<file path="src/hw/rtl/rhp_pkg.sv">
// Shared types and codes for the RTP header parser.
// Used by rhp_front, rhp_queue and the top level; no dependencies.
package rhp_pkg;

  localparam logic [1:0] KIND_FIXED = 2'd0;
  localparam logic [1:0] KIND_CSRC  = 2'd1;
  localparam logic [1:0] KIND_ELEM  = 2'd2;
  localparam logic [1:0] KIND_END   = 2'd3;

  localparam logic [2:0] ST_OK        = 3'd0;
  localparam logic [2:0] ST_PROFILE   = 3'd1;
  localparam logic [2:0] ST_OVERSIZE  = 3'd2;
  localparam logic [2:0] ST_TRUNC     = 3'd3;
  localparam logic [2:0] ST_TOO_LONG  = 3'd4;

  localparam logic [15:0] PROF_ONE_BYTE = 16'hBEDE;
  localparam logic [15:0] PROF_TWO_BYTE = 16'h1000;
  localparam logic [3:0]  ID_RESERVED   = 4'hF;
  localparam logic [15:0] POS_MAX       = 16'hFFFF;

  localparam int QUEUE_DEPTH = 4;

  typedef struct packed {
    logic [1:0]  rec_kind;
    logic        marker_bit;
    logic [6:0]  pay_type;
    logic [15:0] seq_num;
    logic [31:0] time_stamp;
    logic [31:0] source_id;
    logic [3:0]  csrc_count;
    logic [2:0]  header_flags;
    logic [7:0]  ext_id;
    logic [15:0] ext_offset;
    logic [7:0]  ext_length;
    logic [2:0]  status;
  } rec_t;

  // Up to two records per byte: a header, CSRC or element record, then the end record.
  typedef struct packed {
    logic a_v;
    logic e_v;
    rec_t a;
    rec_t e;
  } push_t;

endpackage

</file>
<file path="src/hw/rtl/rhp_front.sv">
// Byte parser: tracks packet position and builds the records each byte causes.
// Depends on rhp_pkg.
module rhp_front (
  input  logic                clk,
  input  logic                rst_n,
  input  logic                take,
  input  logic [7:0]          pkt_byte,
  input  logic                last_byte,
  output rhp_pkg::push_t      push
);

  logic [15:0] pos_r, pos_nxt;
  logic [7:0]  b0_r, b0_nxt, b1_r, b1_nxt, pid_r, pid_nxt;
  logic [15:0] seq_r, seq_nxt, base_r, base_nxt;
  logic [31:0] ts_r, ts_nxt, acc_r, acc_nxt;
  logic [17:0] blk_r, blk_nxt, nxt_r, nxt_nxt;
  logic        two_r, two_nxt, stop_r, stop_nxt;
  logic [2:0]  err_r, err_nxt;

  logic [15:0] p, total, rel, hp3, hp4;
  logic [6:0]  hp;
  logic [18:0] need, hdr_end, elem_end;
  logic [4:0]  len1;
  logic [2:0]  st;
  rhp_pkg::push_t pv;

  always_comb begin
    pos_nxt = pos_r; b0_nxt = b0_r; b1_nxt = b1_r; pid_nxt = pid_r;
    seq_nxt = seq_r; base_nxt = base_r; ts_nxt = ts_r; acc_nxt = acc_r;
    blk_nxt = blk_r; nxt_nxt = nxt_r; two_nxt = two_r; stop_nxt = stop_r;
    err_nxt = err_r;
    pv = '0;
    p = pos_r;
    total = pos_r;
    hp = 7'd12;
    hp3 = '0; hp4 = '0; rel = '0;
    need = '0; hdr_end = '0; elem_end = '0; len1 = '0; st = rhp_pkg::ST_OK;
    if (take) begin
      if (pos_r == rhp_pkg::POS_MAX) begin
        if (err_r == rhp_pkg::ST_OK) err_nxt = rhp_pkg::ST_TOO_LONG;
        total = rhp_pkg::POS_MAX;
      end else begin
        total = pos_r + 16'd1;
        pos_nxt = total;
        acc_nxt = {acc_r[23:0], pkt_byte};
        if (p == 16'd0) b0_nxt = pkt_byte;
        else if (p == 16'd1) b1_nxt = pkt_byte;
        else if (p <= 16'd3) seq_nxt = {seq_r[7:0], pkt_byte};
        else if (p <= 16'd7) ts_nxt = {ts_r[23:0], pkt_byte};
        hp = 7'd12 + {1'b0, b0_nxt[3:0], 2'b00};
        hp3 = {9'd0, hp} + 16'd3;
        hp4 = {9'd0, hp} + 16'd4;
        if (p == 16'd11) begin
          pv.a_v = 1'b1;
          pv.a.rec_kind = rhp_pkg::KIND_FIXED;
          pv.a.marker_bit = b1_nxt[7];
          pv.a.pay_type = b1_nxt[6:0];
          pv.a.seq_num = seq_nxt;
          pv.a.time_stamp = ts_nxt;
          pv.a.source_id = acc_nxt;
          pv.a.csrc_count = b0_nxt[3:0];
        end else if (p >= 16'd12 && p < {9'd0, hp} && p[1:0] == 2'd3) begin
          pv.a_v = 1'b1;
          pv.a.rec_kind = rhp_pkg::KIND_CSRC;
          pv.a.source_id = acc_nxt;
        end
        if (b0_nxt[4] && err_r == rhp_pkg::ST_OK) begin
          if (p == hp3) begin
            if (acc_nxt[31:16] == rhp_pkg::PROF_ONE_BYTE) two_nxt = 1'b0;
            else if (acc_nxt[31:16] == rhp_pkg::PROF_TWO_BYTE) two_nxt = 1'b1;
            else begin
              err_nxt = rhp_pkg::ST_PROFILE;
              stop_nxt = 1'b1;
            end
            base_nxt = hp4;
            blk_nxt = {acc_nxt[15:0], 2'b00};
            nxt_nxt = '0;
          end else if (p >= hp4 && !stop_r) begin
            rel = p - base_r;
            if ({2'b00, rel} < blk_r) begin
              // Element walk: header byte(s) at nxt_r, then data is skipped.
              if ({2'b00, rel} == nxt_r) begin
                hdr_end = {1'b0, nxt_r} + (two_r ? 19'd2 : 19'd1);
                len1 = {1'b0, pkt_byte[3:0]} + 5'd1;
                elem_end = {1'b0, nxt_r} + 19'd1 + {14'd0, len1};
                if (hdr_end >= {1'b0, blk_r}) stop_nxt = 1'b1;
                else if (pkt_byte == 8'd0) nxt_nxt = nxt_r + 18'd1;
                else if (!two_r) begin
                  if (pkt_byte[7:4] == rhp_pkg::ID_RESERVED || pkt_byte[7:4] == 4'd0) begin
                    stop_nxt = 1'b1;
                  end else if (elem_end > {1'b0, blk_r}) begin
                    err_nxt = rhp_pkg::ST_OVERSIZE;
                    stop_nxt = 1'b1;
                  end else begin
                    pv.a_v = 1'b1;
                    pv.a.rec_kind = rhp_pkg::KIND_ELEM;
                    pv.a.ext_id = {4'd0, pkt_byte[7:4]};
                    pv.a.ext_offset = base_r + nxt_r[15:0] + 16'd1;
                    pv.a.ext_length = {3'd0, len1};
                    nxt_nxt = elem_end[17:0];
                  end
                end else pid_nxt = pkt_byte;
              end else if (two_r && {2'b00, rel} == nxt_r + 18'd1) begin
                elem_end = {1'b0, nxt_r} + 19'd2 + {11'd0, pkt_byte};
                if (elem_end > {1'b0, blk_r}) begin
                  err_nxt = rhp_pkg::ST_OVERSIZE;
                  stop_nxt = 1'b1;
                end else begin
                  pv.a_v = 1'b1;
                  pv.a.rec_kind = rhp_pkg::KIND_ELEM;
                  pv.a.ext_id = pid_r;
                  pv.a.ext_offset = base_r + nxt_r[15:0] + 16'd2;
                  pv.a.ext_length = pkt_byte;
                  nxt_nxt = elem_end[17:0];
                end
              end
            end
          end
        end
      end
      pv.a.header_flags = {two_nxt, b0_nxt[5], b0_nxt[4]};
      if (last_byte) begin
        hp = 7'd12 + {1'b0, b0_nxt[3:0], 2'b00};
        st = err_nxt;
        if (st == rhp_pkg::ST_OK) begin
          need = {12'd0, hp};
          if (total >= 16'd12 && b0_nxt[4]) begin
            need = {12'd0, hp} + 19'd4;
            if ({3'd0, total} >= need) need = {3'd0, base_nxt} + {1'b0, blk_nxt};
          end
          if (total < 16'd12 || {3'd0, total} < need) st = rhp_pkg::ST_TRUNC;
        end
        pv.e_v = 1'b1;
        pv.e.rec_kind = rhp_pkg::KIND_END;
        pv.e.header_flags = {two_nxt, b0_nxt[5], b0_nxt[4]};
        pv.e.ext_offset = total;
        pv.e.ext_length = b0_nxt[5] ? pkt_byte : 8'd0;
        pv.e.status = st;
        pos_nxt = '0; b0_nxt = '0; b1_nxt = '0; pid_nxt = '0; seq_nxt = '0;
        base_nxt = '0; ts_nxt = '0; acc_nxt = '0; blk_nxt = '0; nxt_nxt = '0;
        two_nxt = 1'b0; stop_nxt = 1'b0; err_nxt = rhp_pkg::ST_OK;
      end
    end
  end

  assign push = pv;

  always_ff @(posedge clk) begin
    if (!rst_n) begin
      pos_r <= '0; b0_r <= '0; b1_r <= '0; pid_r <= '0; seq_r <= '0;
      base_r <= '0; ts_r <= '0; acc_r <= '0; blk_r <= '0; nxt_r <= '0;
      two_r <= 1'b0; stop_r <= 1'b0; err_r <= rhp_pkg::ST_OK;
    end else begin
      pos_r <= pos_nxt; b0_r <= b0_nxt; b1_r <= b1_nxt; pid_r <= pid_nxt;
      seq_r <= seq_nxt; base_r <= base_nxt; ts_r <= ts_nxt; acc_r <= acc_nxt;
      blk_r <= blk_nxt; nxt_r <= nxt_nxt; two_r <= two_nxt; stop_r <= stop_nxt;
      err_r <= err_nxt;
    end
  end

endmodule

</file>
<file path="src/hw/rtl/rhp_queue.sv">
// Record queue between the parser and the result channel; two writes, one read a cycle.
// Depends on rhp_pkg.
module rhp_queue #(
  parameter int DEPTH = rhp_pkg::QUEUE_DEPTH
) (
  input  logic           clk,
  input  logic           rst_n,
  input  rhp_pkg::push_t push,
  output logic           full,
  output logic           rd_valid,
  input  logic           rd_take,
  output rhp_pkg::rec_t  rd_rec
);

  localparam int AW = (DEPTH > 1) ? $clog2(DEPTH) : 1;
  localparam int CW = $clog2(DEPTH + 1);

  rhp_pkg::rec_t mem_r [DEPTH];
  logic [AW-1:0] wp_r, wp_nxt, rp_r, rp_nxt, wp1;
  logic [CW-1:0] cnt_r, cnt_nxt;
  logic [1:0]    npush;

  function automatic logic [AW-1:0] inc(input logic [AW-1:0] v);
    if (v == AW'(DEPTH - 1)) inc = '0;
    else inc = v + AW'(1);
  endfunction

  assign wp1 = inc(wp_r);
  assign npush = {1'b0, push.a_v} + {1'b0, push.e_v};
  // Room for two records is kept so a byte is never refused mid-flight.
  assign full = cnt_r > CW'(DEPTH - 2);
  assign rd_valid = cnt_r != '0;
  assign rd_rec = mem_r[rp_r];

  always_comb begin
    wp_nxt = wp_r;
    rp_nxt = rp_r;
    if (npush == 2'd2) wp_nxt = inc(wp1);
    else if (npush == 2'd1) wp_nxt = wp1;
    if (rd_take) rp_nxt = inc(rp_r);
    cnt_nxt = cnt_r + CW'(npush) - CW'(rd_take);
  end

  always_ff @(posedge clk) begin
    if (push.a_v) mem_r[wp_r] <= push.a;
    if (push.e_v) begin
      if (push.a_v) mem_r[wp1] <= push.e;
      else mem_r[wp_r] <= push.e;
    end
  end

  always_ff @(posedge clk) begin
    if (!rst_n) begin
      wp_r <= '0;
      rp_r <= '0;
      cnt_r <= '0;
    end else begin
      wp_r <= wp_nxt;
      rp_r <= rp_nxt;
      cnt_r <= cnt_nxt;
    end
  end

  a_cnt_bound: assert property (@(posedge clk) disable iff (!rst_n)
    cnt_r <= CW'(DEPTH)) else $error("queue count exceeds depth");

  a_no_pop_empty: assert property (@(posedge clk) disable iff (!rst_n)
    rd_take |-> cnt_r != '0) else $error("pop from empty queue");

  a_cnt_track: assert property (@(posedge clk) disable iff (!rst_n)
    (npush == 2'd0 && !rd_take) |=> $stable(cnt_r)) else $error("count drifted");

  a_room: assert property (@(posedge clk) disable iff (!rst_n)
    (npush != 2'd0) |-> (cnt_r + CW'(npush) <= CW'(DEPTH)))
    else $error("push overflows queue");

endmodule

</file>
<file path="src/hw/rtl/rtp_header_extension_parser_core.sv">
// RTP header and extension parser, top level.
// Depends on rhp_pkg, rhp_front and rhp_queue.
//
// Usage: packet bytes enter on the in_ channel in wire order, one request per
// byte, with in_last_byte set on the final byte. Results leave on the out_
// channel: a fixed-header record after byte 12, one record per CSRC word,
// one per header extension element, and an end record on the last byte that
// carries status, total length and padding size.
// Each byte is parsed in the cycle it is accepted; its records are registered
// in a QDEPTH-entry queue (four entries by default) and offered in order
// behind any older records. One byte is taken per cycle while in_stall is low;
// a byte that causes two records (the last byte) needs two reads to drain, and
// the queue absorbs that as long as the receiver keeps up.
// in_stall rises when fewer than two queue entries are free, so a stalled
// receiver backs pressure up to the sender; nothing is lost.
// Synchronous active-low reset empties the queue and returns the parser to
// the start of a packet.
module rtp_header_extension_parser_core #(
  parameter int QDEPTH = rhp_pkg::QUEUE_DEPTH
) (
  input  logic        clk,
  input  logic        rst_n,
  input  logic        in_valid,
  output logic        in_stall,
  input  logic [7:0]  in_pkt_byte,
  input  logic        in_last_byte,
  output logic        out_valid,
  input  logic        out_stall,
  output logic [1:0]  out_rec_kind,
  output logic        out_marker_bit,
  output logic [6:0]  out_pay_type,
  output logic [15:0] out_seq_num,
  output logic [31:0] out_time_stamp,
  output logic [31:0] out_source_id,
  output logic [3:0]  out_csrc_count,
  output logic [2:0]  out_header_flags,
  output logic [7:0]  out_ext_id,
  output logic [15:0] out_ext_offset,
  output logic [7:0]  out_ext_length,
  output logic [2:0]  out_status
);

  rhp_pkg::push_t push;
  rhp_pkg::rec_t  rec;
  logic           full;

  assign in_stall = full;

  rhp_front u_front (
    .clk       (clk),
    .rst_n     (rst_n),
    .take      (in_valid && !full),
    .pkt_byte  (in_pkt_byte),
    .last_byte (in_last_byte),
    .push      (push)
  );

  rhp_queue #(.DEPTH(QDEPTH)) u_queue (
    .clk      (clk),
    .rst_n    (rst_n),
    .push     (push),
    .full     (full),
    .rd_valid (out_valid),
    .rd_take  (out_valid && !out_stall),
    .rd_rec   (rec)
  );

  assign out_rec_kind     = rec.rec_kind;
  assign out_marker_bit   = rec.marker_bit;
  assign out_pay_type     = rec.pay_type;
  assign out_seq_num      = rec.seq_num;
  assign out_time_stamp   = rec.time_stamp;
  assign out_source_id    = rec.source_id;
  assign out_csrc_count   = rec.csrc_count;
  assign out_header_flags = rec.header_flags;
  assign out_ext_id       = rec.ext_id;
  assign out_ext_offset   = rec.ext_offset;
  assign out_ext_length   = rec.ext_length;
  assign out_status       = rec.status;

endmodule
</file>
<file path="config.mk">
export PLATFORM = sky130hd
export DESIGN_NAME = rtp_header_extension_parser_core
export DESIGN_NICKNAME = d
export VERILOG_FILES = /design/src/hw/rtl/rhp_pkg.sv /design/src/hw/rtl/rhp_front.sv /design/src/hw/rtl/rhp_queue.sv /design/src/hw/rtl/rtp_header_extension_parser_core.sv
export SDC_FILE = /design/constraint.sdc
export NUM_CORES = 2
export LEC_CHECK = 0
export BUFFER_PORTS_ARGS = -buffer_cell sky130_fd_sc_hd__buf_4
export CORE_MARGIN = 2
export CORE_UTILIZATION = 35
export CTS_BUF_LIST = sky130_fd_sc_hd__clkbuf_4 sky130_fd_sc_hd__clkbuf_8
export CTS_CLUSTER_DIAMETER = 30
export DETAILED_ROUTE_END_ITERATION = 10
export HOLD_SLACK_MARGIN = 0.1
export PLACE_DENSITY = 0.59
export SYNTH_ARGS = -nofsm -noshare
export SYNTH_HDL_FRONTEND = slang
export SYNTH_SLANG_ARGS = --single-unit
</file>
<file path="constraint.sdc">
create_clock -name clk -period 8.63 [get_ports clk]
set_input_delay 1.2945 -clock clk [delete_from_list [all_inputs] [get_ports clk]]
set_output_delay 1.2945 -clock clk [all_outputs]
set_load 0.02 [all_outputs]
</file>
# After elaboration in Yosys (flattened, before gate mapping)

Memory sizes are Yosys's and may differ from the RTL's. A register that Yosys moved wholly into a read port is not among the register bits.
Index checks and enable logic that the tools add are counted.

Shift-type cells: 0
Muxes and demuxes: 180
Eq/ne operators: 29
Div/mod/pow operators: 0
Reductions and logical operators: 33
Order comparisons: 14
Multiply operators: 0
Bitwise logic cells: 1
Add/sub/neg operators: 24

Operator list:

| cell                                                                | number |
|---|---|
| two-way mux 32 bit                                                  | 20 |
| two-way mux 18 bit                                                  | 19 |
| two-way mux 16 bit                                                  | 14 |
| two-way mux 132 bit                                                 | 1 |
| two-way mux 131 bit                                                 | 1 |
| two-way mux 8 bit                                                   | 15 |
| two-way mux 19 bit                                                  | 5 |
| two-way mux 94 bit                                                  | 1 |
| two-way mux 3 bit                                                   | 22 |
| two-way mux 56 bit                                                  | 1 |
| two-way mux 27 bit                                                  | 2 |
| two-way mux 24 bit                                                  | 2 |
| two-way mux 1 bit                                                   | 46 |
| two-way mux 2 bit                                                   | 23 |
| > comparator 19 x 18 -> 1 bit                                       | 2 |
| equality test 16 x 18 -> 1 bit                                      | 2 |
| two-way mux 6 bit                                                   | 6 |
| adder 16 x 1 -> 16 bit (second input constant)                      | 2 |
| equality test 16 bit (second input constant)                        | 2 |
| greater-or-equal comparator 16 x 4 -> 1 bit (second input constant) | 2 |
| two-way mux 28 bit                                                  | 1 |
| adder 16 x 18 -> 19 bit                                             | 1 |
| adder 18 x 1 -> 19 bit (second input constant)                      | 1 |
| adder 18 x 19 -> 19 bit                                             | 1 |
| 55 further kinds                                                    | 89 |

Bits in read-only memories: 0
Bits in writable memories: 528
Flip-flop bits (word level): 174
Logic and storage cells: 298
Memories kept: 1
Latch bits: 0
Output and inout bits: 134

Memories:

| name          | words | bits a word | rd ports | clocked after memory_dff | write ports | line            | RTL |
|---|---|---|---|---|---|---|---|
| u_queue.mem_r | 4     | 132         | 1        | 1                        | 2           | rhp_queue.sv:18 | `rhp_pkg::rec_t mem_r [DEPTH];` |

# Logic depth before layout (Yosys ltp)

Depth after elaboration: 26
Gate-level depth with buffers: 43

# Hierarchy

Synthesis repeated with hierarchy kept, for this count alone.

Cells, all modules: 3,795
Area total of the unflattened synthesis: 45,660.0 um^2

Modules (own cells, without submodules):

| module                           | times used | seq. area each (um^2) | area an instance (um^2) | cells each |
|---|---|---|---|---|
| rhp_queue                        | 1          | 16,035.4              | 27,346.2                | 1,347 |
| rhp_front                        | 1          | 3,343.2               | 18,286.3                | 2,446 |
| rtp_header_extension_parser_core | 1          | 0.0                   | 27.5                    | 2 |

# Worst setup path after synthesis

OpenSTA, ideal clock, no wires.

Kind: input-to-reg
Start point: in in_pkt_byte[2]
End point: mem u_queue.mem_r[1][0] (netlist name), enable pin
Stages: 25
Path slack: 0.708 ns
Arrival time: 7.535 ns
Data required time: 8.243 ns
Buffers on the path: 3
Cells stage by stage: ha_1 > ha_1 > a21o_1 > a21oi_1 > nor2b_1 > or4_1 > a41oi_1 > nor2_1 > xor2_1 > ha_1 > a21o_1 > a21oi_1 > nand3b_1 > or3_1 > a21oi_1 > nand3_1 > a21oi_1 > o21ai_0 > ha_1 > clkbuf_1 > nor3b_1 > nor2_1 > clkbuf_1 > clkbuf_1 > inv_1

RTL lines:

| what            | line                                   | RTL |
|---|---|---|
| start, declared | rtp_header_extension_parser_core.sv:25 | `input logic [7:0] in_pkt_byte,` |
| end, declared   | rhp_queue.sv:18                        |  |

==> metrics list <==
- Fraction of synthesized cell area taken by the top area cell type: about 30%
- The region available for standard cell placement spans roughly 110000 um2.
- Total CTS buffers: between 100 and 150
* Total Die Area: ~110000 um2
* Number of max-cap violations: 0
- The final critical path takes up 91.1% of the cycle.
* Maximum number of pins on one net before global-route repair: roughly 100
- The initial utilization of the core area, before any placement, comes to between 30% and 40%.
- In this run, post-CTS hold repair placed 0 buffers.
* Static power due to leakage: between 0.015 and 0.02 uW
- Number of buffers inserted by port buffering: around 150
- Run status: complete, no violations
- Crit path capture type: flop
- Most used flip-flop cell after synthesis: dfxtp_1
- Post-detail-place hpwl: 89700 um
- Worst setup SP type: flop
- Cts repair resizes: 0
- The number of setup buffers added after CTS is 0.
- Clock-pin slew of the registers on the worst-case setup and hold paths: roughly 0.060 ns
- Share of synthesized area occupied by flip-flops and latches: about two fifths
- Cell with the biggest individual delay on the critical path: nor4_1
* Post-Route Setup TNS: 0 ns
* Per-cell via count in the routed design: 5.75
* Antenna viol nets, final: 0
- Total of fill cells in the finished design: 10.6k
- Final worst path period need: just under 8 ns
* Mapped Nets: ~4.3k
* Global placer's final weighted congestion: 0.972
- Post-layout nets: about 4.4k
* Timing-limited maximum frequency: approximately 130 MHz
- Across all layers, the routed design uses approximately 33k vias.
- Insertion delay to the later sink of the worst-skew pair: 0.81 ns
* Launch instance of the worst min-delay path: u_queue.mem_r[1][29]
- In this run the core area contains roughly 120 standard-cell rows.
* Required arrival time at the worst endpoint: 9.17 ns
* Worst-path fanout max: 13
* Area contributors post-synth: dfxtp_1, edfxtp_1, mux4_2
* Total GRT Usage: ~23%
- IR Drop Worst-Case VDD: approximately 0.12 mV
* Final worst slack: about 0.76 ns
* Synth unique cells: 94
- Yosys mapped a number of flops with a built-in enable equal to approximately 130.
- The via count of the first global-routing pass was 31.2k.
- In this run the critical register-to-register path is launched from u_front.p[15].
- Cell seen most often among critical-path stages: nor2_1
* Synth Area in Compound Gates: 18.3%
- Drt first-iter violations: around 3.0k
- Die boundary width: approximately 330 um
* Count of mapped cells out of synthesis: a little over 4k
- Pwr Density: 196 nW/um2
- Mux contribution to synthesized area: a little under 10%
- Yosys warning total: 0
- Number of DRC violations after detailed routing: 0
* Worst slack after detailed placement: 0.428 ns
- The path class of the tightest hold or removal check is flop to flop.
- The initial antenna violation count was 6.
- Average wire length per cell after detail routing: 22.9 um
* Leading post-synthesis cells by instance count: dfxtp_1, o21ai_0, nand3_1
- After synthesis, the largest family of logic cells by area is compound AO/OA/AOI/OAI gates.
* Synth async-reset ratio: 0%
- Setup repair after global routing left no endpoint under its margin.
- Of the cells placed in the final design, the portion with a size suffix greater than 1 is 18.2%.
- Worst relative slew slack: between 20 and 25%
* Post-synthesis share of cell area spent on full adders, half adders and majority gates: a little under 7%
- Tracing the worst setup path back leads to its startpoint at u_front.p[15].
- The clock drives between 700 and 800 sinks.
* Count of H-tree levels built during CTS: 4
- In this run the cell area of the synthesized design comes to between 30000 and 40000 um2.
- After detailed routing, the total wire length is between 100000 and 150000 um.
* TritonRoute pass-1 iters: 8
- Die Height: 335 um
- Clock tree from TritonCTS: built
- Max clock buf depth: 3
- Most repeated cell in the gate-level netlist after synthesis: dfxtp_1
- Grt ovf: 0
- Synth Area per Inst: 9.44 um2
- Setup violations remaining at the end of the flow were counted as 0.
* Clock tree skew after final layout: 0.0457 ns
* Area leader, netlist: dfxtp_1
- Slew Viols, Final: 0
* Critical path start-end classification: flop to flop
- The tree is rooted in a clkbuf_8.
- Simple-gate share of the synthesized area: between 10% and 20%
- At the worst endpoint, the arrival time is 8.41 ns.
* Max incr delay on CP: approximately 0.56 ns
- Seq cells post-synth: between 700 and 800
- The number of placed instances, taps included, is 5431.
* Transition time at the pin with the least slew margin: approximately 1.2 ns
- From synthesis to final layout, the design area changed by 16.4%.
* Fin. Hold Viols: 0
* First-pass GRT wire length: around 200000 um
* Final instance count without filler cells: approximately 5.7k
* Post-synthesis xor/xnor area fraction: under 10%
- Ports placed on the boundary: approximately 150
placed cells by master (no fill, tap or decap), types with 128 or more instances in the layout:
cell type    n
nor2_1     183
a22o_1     140
nand3_1    338
edfxtp_1   128
clkbuf_8   179
dfxtp_1    574
nor2b_1    148
mux4_2     132
ha_1       199
o21ai_0    433
buf_4      250
nand2_1    289
worst max-delay path, delay by kind of cell (launching register included):
kind / cells / cell delay [ns]
and+or+nand+nor: 19 / 3.48
AOI/OAI and AO/OA: 10 / 1.74
adders and majority gates: 5 / 1.44
DFF: 1 / 0.43
buffers and inverters: 2 / 0.34
xor gates and xnor gates: 1 / 0.17
final timing paths:
| kind | cells after the start | end | slack, ns |
|---|---|---|---|
| min reg2reg | 2 | u_queue.mem_r[1][29] | 0.45 |
| max reg2reg | 37 | u_queue.mem_r[2][1] | 0.76 |
| max | 37 | u_queue.mem_r[2][1] | 0.76 |
| min | 2 | u_queue.mem_r[1][29] | 0.45 |
metal layers:
layer  up-vias  part of all wire, %  track usage (%)  routed length [um]
met1     16100                   43             30.2               56400
met3       247                  7.0             4.33                9160
met5         -                0.031                0                  41
met4         6                  3.5             8.82                4590
met2      1194                   46             36.3               60200
li1      15200                    -                -                   -
cell type report:
class / instances / area [um2] / share of cell area, %
diodes: 2 / 5.00 / 0.0112
clock buffers: 212 / 2710 / 6.09
clock inverters: 55 / 527 / 1.18
inverters: 113 / 424 / 0.953
multi-input cells: 2928 / 21400 / 48.0
flip-flops and latches: 704 / 15400 / 34.6
well taps: 1414 / 1770 / 3.98
repair buffers: 272 / 2320 / 5.21
where the power goes:
group	leakage, uW	switching (uW)	internal (uW)
Clock	0.00166	1560	2240
Combinational	0.00927	920	531
Sequential	0.00575	95.5	3390
Total	0.0167	2580	6160
per-stage QoR:
step                      total power, uW  utilization (%)  instance area, um2  hold WS [ns]
final                                8740             41.0               44500         0.452
after global routing                 9050             41.0               44500         0.472
after CTS                            8790             41.0               44500         0.455
after detailed placement             4980             38.0               41200         0.442
after global placement               4980             38.0               41200         0.429
after floorplan                      4440                -               38200         0.420
state kept, by name, indices dropped and copies added, names as in the netlist, 3 cells and up, named ones only:
signal,count
u_front.seq_r,16
u_queue.cnt_r,3
u_front.blk_r,18
u_front.err_r,3
u_front.pid_r,8
u_front.p,16
u_front.nxt_r,18
u_front.b1_r,8
u_front.ts_r,32
u_queue.mem_r,528
u_front.b0_r,6
u_front.base_r,16
u_front.acc_r,24
logic make-up after synthesis:
logic type                 after synthesis
xor gates and xnor gates               143
DFF                                    704
buffers and inverters                  420
AOI/OAI and AO/OA                     1081
adders and majority gates              206
muxes                                  208
and+or+nand+nor                       1290
Power figures use the tool's default switching activity.
